<file path="src/rtl/core/ufd_pkg.sv">
// ----------------------------------------------------------------------------
// ufd_pkg: shared types and constants of the uniform double sampler
// Widths of the random word and of the binary64 fields, the exponent limits
// of the geometric extension, and the step record between the sample logic
// and the top level.
// ----------------------------------------------------------------------------
package ufd_pkg;

   localparam int WORD_W  = 64;
   localparam int MANT_W  = 52;
   localparam int EXP_W   = 11;
   localparam int TOP_W   = WORD_W - MANT_W;   // bits above the mantissa
   localparam int LZ_W    = 7;                 // leading-zero count 0..64
   localparam int COUNT_W = 11;

   // count at which the extension is cut short
   localparam logic [COUNT_W-1:0] COUNT_LIMIT = 11'd1022;
   // extension count from which the exponent reaches the bias (13 + 1010)
   localparam logic [COUNT_W-1:0] SUB_COUNT   = 11'd1010;
   // exponent field of an immediate sample: 1023 - (lz + 1)
   localparam logic [EXP_W-1:0]   IMM_EXP_TOP = 11'd1022;
   // exponent field of an extended sample: 1023 - (13 + count)
   localparam logic [EXP_W-1:0]   EXT_EXP_TOP = 11'd1010;
   // binary64 pattern of 1.0
   localparam logic [WORD_W-1:0]  ONE_BITS    = 64'h3FF0_0000_0000_0000;

   // what one request does to the sampler state
   typedef struct packed {
      logic               emit;
      logic               extend_next;
      logic [COUNT_W-1:0] count_next;
   } step_type;

endpackage

</file>
<file path="src/rtl/core/ufd_lzc.sv">
// ----------------------------------------------------------------------------
// ufd_lzc: 64-bit leading-zero counter
// Halving search down to one nibble, then a nibble table. All-zero gives 64.
// ----------------------------------------------------------------------------
module ufd_lzc (
   input  logic [ufd_pkg::WORD_W-1:0] word,
   output logic [ufd_pkg::LZ_W-1:0]   lz
);
   import ufd_pkg::*;

   // leading zeros of a nibble, indexed by its value
   localparam logic [2:0] NIBBLE_LZ [16] = '{
      3'd4, 3'd3, 3'd2, 3'd2, 3'd1, 3'd1, 3'd1, 3'd1,
      3'd0, 3'd0, 3'd0, 3'd0, 3'd0, 3'd0, 3'd0, 3'd0
   };

   logic [LZ_W-1:0]   base;
   logic [WORD_W-1:0] v;

   // four halving steps, then the table on the last nibble
   always_comb begin
      base = 7'd60;
      v    = word;
      if (v[63:32] != '0) begin
         base = base - 7'd32;
         v    = {32'b0, v[63:32]};
      end
      if (v[31:16] != '0) begin
         base = base - 7'd16;
         v    = {48'b0, v[31:16]};
      end
      if (v[15:8] != '0) begin
         base = base - 7'd8;
         v    = {56'b0, v[15:8]};
      end
      if (v[7:4] != '0) begin
         base = base - 7'd4;
         v    = {60'b0, v[7:4]};
      end
      lz = base + {4'b0, NIBBLE_LZ[v[3:0]]};
   end

endmodule

</file>
<file path="src/rtl/core/ufd_sample.sv">
// ----------------------------------------------------------------------------
// ufd_sample: one step of the sampler
// From a registered random word and the current extension state, works out
// the binary64 pattern, the subnormal flag and the next state.
// ----------------------------------------------------------------------------
module ufd_sample (
   input  logic [ufd_pkg::WORD_W-1:0]  word,
   input  logic                        extending,
   input  logic [ufd_pkg::MANT_W-1:0]  held_mantissa,
   input  logic [ufd_pkg::COUNT_W-1:0] count,
   output ufd_pkg::step_type           step,
   output logic [ufd_pkg::WORD_W-1:0]  sample_bits,
   output logic                        is_subnormal
);
   import ufd_pkg::*;

   logic [LZ_W-1:0]    lz;
   logic [MANT_W-1:0]  mant;
   logic [COUNT_W-1:0] count_sum;
   logic [EXP_W-1:0]   exp_field;
   logic               sub_range;

   // leading zeros of the whole word; for a new sample with a nonzero top
   // field this equals the leading zeros of the top 12 bits
   ufd_lzc u_lzc (
      .word (word),
      .lz   (lz)
   );

   // next state and exponent
   always_comb begin
      mant      = extending ? held_mantissa : word[MANT_W-1:0];
      count_sum = count + {{(COUNT_W-LZ_W){1'b0}}, lz};
      if (!extending) begin
         step.emit        = (word[WORD_W-1:MANT_W] != '0);
         step.extend_next = !step.emit;
         step.count_next  = '0;
         sub_range        = 1'b0;
         exp_field        = IMM_EXP_TOP - {{(EXP_W-LZ_W){1'b0}}, lz};
      end else begin
         step.emit        = (word != '0) || (count_sum >= COUNT_LIMIT);
         step.extend_next = !step.emit;
         step.count_next  = count_sum;
         sub_range        = (count_sum >= SUB_COUNT);
         exp_field        = EXT_EXP_TOP - count_sum;
      end
   end

   // pattern assembly; a zero pattern becomes 1.0
   always_comb begin
      if (sub_range) begin
         if (mant == '0) begin
            sample_bits  = ONE_BITS;
            is_subnormal = 1'b0;
         end else begin
            sample_bits  = {{TOP_W{1'b0}}, mant};
            is_subnormal = 1'b1;
         end
      end else begin
         sample_bits  = {1'b0, exp_field, mant};
         is_subnormal = 1'b0;
      end
   end

endmodule

</file>
<file path="src/rtl/core/uniform_double_from_random_bits_top.sv">
// ----------------------------------------------------------------------------
// uniform_double_from_random_bits_top: uniform binary64 sampler on (0,1]
//
//   channel | direction | ports
//   --------+-----------+-------------------------------------------------
//   req     | in        | req_valid, req_stall, req_random_word
//   rsp     | out       | rsp_valid, rsp_stall, rsp_sample_bits,
//           |           | rsp_is_subnormal
//
// One request is taken every cycle while req_stall is low; a sample leaves
// through the request register, then the result register. Requests whose top
// 12 bits are zero open a geometric extension
// and give no result until the extension ends.
// Reset (synchronous) empties both registers and clears the extension state.
// A stalled result blocks a new step only when the step would emit.
// ----------------------------------------------------------------------------
module uniform_double_from_random_bits_top (
   input  logic                        clock,
   input  logic                        reset,
   input  logic                        req_valid,
   output logic                        req_stall,
   input  logic [ufd_pkg::WORD_W-1:0]  req_random_word,
   output logic                        rsp_valid,
   input  logic                        rsp_stall,
   output logic [ufd_pkg::WORD_W-1:0]  rsp_sample_bits,
   output logic                        rsp_is_subnormal
);
   import ufd_pkg::*;

   logic                 in_valid_ff;
   logic [WORD_W-1:0]    in_word_ff;
   logic                 extending_ff;
   logic [MANT_W-1:0]    held_mant_ff;
   logic [COUNT_W-1:0]   count_ff;
   logic                 out_valid_ff;
   logic [WORD_W-1:0]    out_bits_ff;
   logic                 out_sub_ff;

   step_type             step;
   logic [WORD_W-1:0]    sample_bits;
   logic                 is_subnormal;
   logic                 out_free;
   logic                 advance;
   logic                 out_valid_in;

   ufd_sample u_sample (
      .word          (in_word_ff),
      .extending     (extending_ff),
      .held_mantissa (held_mant_ff),
      .count         (count_ff),
      .step          (step),
      .sample_bits   (sample_bits),
      .is_subnormal  (is_subnormal)
   );

   // flow control
   assign out_free  = !out_valid_ff || !rsp_stall;
   assign advance   = in_valid_ff && (!step.emit || out_free);
   assign req_stall = in_valid_ff && !advance;

   always_comb begin
      out_valid_in = out_valid_ff && rsp_stall;
      if (advance && step.emit) begin
         out_valid_in = 1'b1;
      end
   end

   // request register
   always_ff @(posedge clock) begin
      if (reset) begin
         in_valid_ff <= 1'b0;
      end else if (!req_stall) begin
         in_valid_ff <= req_valid;
      end
      if (req_valid && !req_stall) begin
         in_word_ff <= req_random_word;
      end
   end

   // extension state
   always_ff @(posedge clock) begin
      if (reset) begin
         extending_ff <= 1'b0;
         count_ff     <= '0;
      end else if (advance) begin
         extending_ff <= step.extend_next;
         count_ff     <= step.count_next;
      end
      if (advance && !extending_ff) begin
         held_mant_ff <= in_word_ff[MANT_W-1:0];
      end
   end

   // result register
   always_ff @(posedge clock) begin
      if (reset) begin
         out_valid_ff <= 1'b0;
      end else begin
         out_valid_ff <= out_valid_in;
      end
      if (advance && step.emit) begin
         out_bits_ff <= sample_bits;
         out_sub_ff  <= is_subnormal;
      end
   end

   assign rsp_valid        = out_valid_ff;
   assign rsp_sample_bits  = out_bits_ff;
   assign rsp_is_subnormal = out_sub_ff;

`ifndef NO_ASSERTIONS
   // an open extension never holds a count at the cut-off
   assert property (@(posedge clock) disable iff (reset)
      extending_ff |-> (count_ff < COUNT_LIMIT))
      else $error("extension count reached the limit while still open");

   // a subnormal result has a zero exponent and sign
   assert property (@(posedge clock) disable iff (reset)
      (rsp_valid && rsp_is_subnormal) |-> (rsp_sample_bits[WORD_W-1:MANT_W] == '0))
      else $error("subnormal flag with nonzero exponent field");

   // a zero pattern is never delivered
   assert property (@(posedge clock) disable iff (reset)
      rsp_valid |-> (rsp_sample_bits != '0))
      else $error("zero pattern delivered");

   // the request side stalls only with a word in hand that cannot move
   assert property (@(posedge clock) disable iff (reset)
      req_stall |-> (in_valid_ff && step.emit && out_valid_ff && rsp_stall))
      else $error("request stalled without a blocked result");
`endif

endmodule

</file>
<file path="config.mk">
export PLATFORM = sky130hd
export DESIGN_NAME = uniform_double_from_random_bits_top
export DESIGN_NICKNAME = d
export VERILOG_FILES = /design/src/rtl/core/ufd_pkg.sv /design/src/rtl/core/ufd_lzc.sv /design/src/rtl/core/ufd_sample.sv /design/src/rtl/core/uniform_double_from_random_bits_top.sv
export SDC_FILE = /design/constraint.sdc
export NUM_CORES = 1
export LEC_CHECK = 0
export BUFFER_PORTS_ARGS = -buffer_cell sky130_fd_sc_hd__buf_4
export CAP_MARGIN = 30
export CORE_UTILIZATION = 40
export CTS_BUF_LIST = sky130_fd_sc_hd__clkbuf_4 sky130_fd_sc_hd__clkbuf_8
export DETAILED_ROUTE_END_ITERATION = 12
export PLACE_DENSITY = 0.61
export SYNTH_ARGS = -nofsm -noshare
export SYNTH_HDL_FRONTEND = slang
export SYNTH_SLANG_ARGS = --single-unit
</file>
<file path="constraint.sdc">
create_clock -name clock -period 14.7 [get_ports clock]
set_input_delay 4.41 -clock clock [delete_from_list [all_inputs] [get_ports clock]]
set_output_delay 4.41 -clock clock [all_outputs]
set_load 0.005 [all_outputs]
</file>
==> impl_metrics.json <==
{
  "async_flop_share_pct": 0,
  "numCtsBuffers": 17,
  "die_h_um": 150,
  "power_per_cell_area_nw_per_um2": 102,
  "postCtsSetupBuffers": 0,
  "hold_viol_final": 0,
  "leakage_nw": 3.62,
  "cts_root_buffer": "clkbuf_8",
  "clk_latency_ns": 0.46,
  "syn_nets": 705,
  "endpoint_kind": "output pin",
  "r2r_cells": 21,
  "period_minus_slack_ns": 12.09,
  "total_power_w": 0.00105,
  "wl_per_cell_um": 22.0,
  "grt.overflow.total": 0,
  "gp_congestion": 0.945,
  "max_stage_delay_ns": 1.00,
  "synthDominantCellAreaShare_pct": 62.0,
  "critPathTopFamily": "compound AO/OA/AOI/OAI gates",
  "vias_per_cell": 5.71,
  "initial_core_util_pct": 41.1,
  "port_buffers": 133,
  "crit_path_start_kind": "flip-flop",
  "grt_pass1_wl_um": 34000,
  "fillers": 1917,
  "grt_usage_pct": 20.8,
  "status": "finished clean",
  "post_route_cells_drive_above_1_share_pct": 30.8,
  "path_cells": "nor4_1 > and4_1 > o211a_1 > a211o_1 > nand3_1 > o21ai_1 > o221ai_1 > o21a_1 > o21a_1 > ha_1 > fa_1 > a21o_1 > a21o_1 > a2111oi_2 > a311oi_1 > nand3b_4 > or3_1 > o41a_1 > nor4b_4 > buf_4",
  "detail-route-antenna-nets": 0,
  "placementRows": 53,
  "ctsLongestPathBuffers": 2,
  "cp.required_ns": 10.29,
  "relSlewSlack_pct": 29.9,
  "dp_hpwl_um": 16800,
  "drt_iter0_drc": 474,
  "layout.nets": 834,
  "core_um2": 21200,
  "ir_worst_vdd_v": 0.0000535,
  "fmax_mhz": 82.7,
  "r2r_slack_ns": 6.77,
  "first_pass_iters": 5,
  "avgSynthCellArea_um2": 14.0,
  "fp.dieW_um": 150,
  "multi_input_area_um2": 2880,
  "clk_pin_slew_ns": 0.09,
  "vias": 5941,
  "synthesis.area_um2": 8720,
  "crit_fanout": 32,
  "final_max_slew_viol_count": 0,
  "cap_violations": 0,
  "finalSetupViolCount": 0,
  "antenna_found_initial": 0,
  "ys.warnings.count": 0,
  "ys_types": 70,
  "netlist_top_cells_area": "edfxtp_1 62%, mux2_2 6.7%, dfxtp_1 3.2%, a41oi_1 2.0%, nor4_1 2.0%",
  "hold_class": "reg2reg",
  "dieArea_um2": 22400,
  "setup_tns_ns": 0,
  "cts_hold_buf": 0,
  "ys_seq_area_share_pct": 65.2,
  "areaGrowthSynthToFinish_pct": 18.6,
  "cts.sinks": 194,
  "htreeDepth": 4,
  "ys_ff_latch": 194,
  "synth_cells": 624,
  "criticalPathCategory": "reg2out",
  "cp_slowest_cell": "and4_1",
  "synth_ff_type": "edfxtp_1",
  "ioPinCount": 135,
  "whs_endpoint": "count_ff[5]",
  "drt_wl_total_um": 22900,
  "ctsResizeCount": 0,
  "remaining_drc_errors": 0,
  "yosys.area.top_type": "edfxtp_1",
  "worst_pin_slew_ns": 1.05,
  "fin_worst_skew_ns": 0.0175,
  "timing.rr.end": "in_word_ff[31]",
  "num_antenna_cells": 0,
  "seq_area_um2": 5690,
  "r2r-start": "in_word_ff[49]",
  "cts_tree": "done",
  "synth-edff-count": 180,
  "rsz0062_at_grt": "false",
  "crit_buf_inv": 1,
  "hp-start": "count_ff[5]",
  "final.period_utilization_pct": 82.2,
  "first_global_vias": 5736,
  "grt_max_degree": 65,
  "cp.arrival_ns": 7.68,
  "min_path_cells": 2
}
## cell usage in the layout (no fill, tap or decap), types with 4 or more instances in the layout
cell type  instances
and2_1             5
nor3_1            11
clkinv_1           5
o31ai_1           14
xor2_1             6
a21oi_1           29
nor4_1            28
edfxtp_1         180
o21a_1             5
o211ai_1           4
nand3_1           12
a41oi_1           20
o21ai_1           14
dfxtp_1           13
clkbuf_8          17
and3_1             5
nand4_1           13
xnor2_1           10
a31oi_1           12
inv_1             10
clkinv_4           4
a21o_1             8
ha_1              12
nand2_1           18
o31a_1             4
o21ai_0           11
mux2_2            52
buf_4            141
nor2_1            34
## sequential cells by signal (all words and copies together), names as in the netlist
name / cells
in_word_ff: 64
rsp_sample_bits: 63
held_mant_ff: 52
count_ff: 11
extending_ff: 1
in_valid_ff: 1
rsp_is_subnormal: 1
rsp_valid: 1
## tightest hold or removal path, delay by kind of cell, from the launching register on
| family | cells | cell delay, ns |
|---|---|---|
| AO/OA/AOI/OAI | 2 | 0.13 |
| flip-flops | 1 | 0.32 |
## how the worst max path moves through the flow
stage	start	to	slack, ns	cells past startpoint
after floorplan	in_word_ff[49]	rsp_is_subnormal	4.68	21
final	in_word_ff[49]	req_stall	2.61	20
after CTS	in_word_ff[49]	req_stall	2.71	20
after global routing	in_word_ff[49]	req_stall	2.14	22
after global placement	in_word_ff[49]	req_stall	3.52	20
after detailed placement	in_word_ff[49]	req_stall	3.27	20
## kinds of logic after synthesis
group / after synthesis / share of synthesized area, %
AOI/OAI and AO/OA: 147 / 11.9
xor gates and xnor gates: 16 / 1.61
adders and majority gates: 13 / 1.95
buffers and inverters: 42 / 2.11
DFF: 194 / 65.2
muxes: 54 / 6.94
other: 1 / 0.0430
and+or+nand+nor: 157 / 10.2
## synth_stat cells, types with 5 or more instances
cell type	count
edfxtp_1	180
mux2_2	52
nor2_1	35
a21oi_1	29
nor4_1	28
a41oi_1	20
nand2_1	18
o31ai_1	15
dfxtp_1	14
o21ai_1	14
clkbuf_1	13
nand4_1	13
a31oi_1	12
ha_1	12
nand3_1	12
nor3_1	12
o21ai_0	11
inv_1	10
xnor2_1	10
buf_2	9
a21o_1	8
buf_1	6
xor2_1	6
and2_1	5
and3_1	5
o21a_1	5
## power breakdown
part	internal (W)	total (W)	leakage, nW	switching (W)
Clock	0.000120	0.000303	0.165	0.000184
Sequential	0.000637	0.000658	1.80	0.0000212
Combinational	0.0000442	0.0000920	1.65	0.0000478
## layout make-up
cell class	count	share of cell area (%)
Sequential cell	194	55.0
Multi-Input combinational cell	388	27.8
Timing Repair Buffer	141	10.2
Tap cell	275	3.33
Clock buffer	19	2.41
Clock inverter	13	0.835
Inverter	11	0.399
## layer usage
layer  share of wire [%]  GRT usage, %  vias to the layer above
met5                   0             0                        -
met4                 1.7          6.31                        0
met3                 4.7          4.33                       20
met2                  48          34.2                      189
met1                  45          27.6                     2962
li1                    -             -                     2770
## through the flow
stage	util [%]	cell area [µm²]	std cells	setup slack [ns]	hold WS (ns)
6_report	48.7	10300	1041	2.61	0.491
5_1_grt	48.7	10300	1041	2.14	0.516
4_1_cts	48.7	10300	1041	2.71	0.493
3_5_place_dp	47.2	10000	1009	3.27	0.479
3_3_place_gp	47.1	10000	1008	3.52	0.472
2_1_floorplan	-	8720	624	4.68	0.459
No activity file was read; power rests on OpenSTA's default activity.
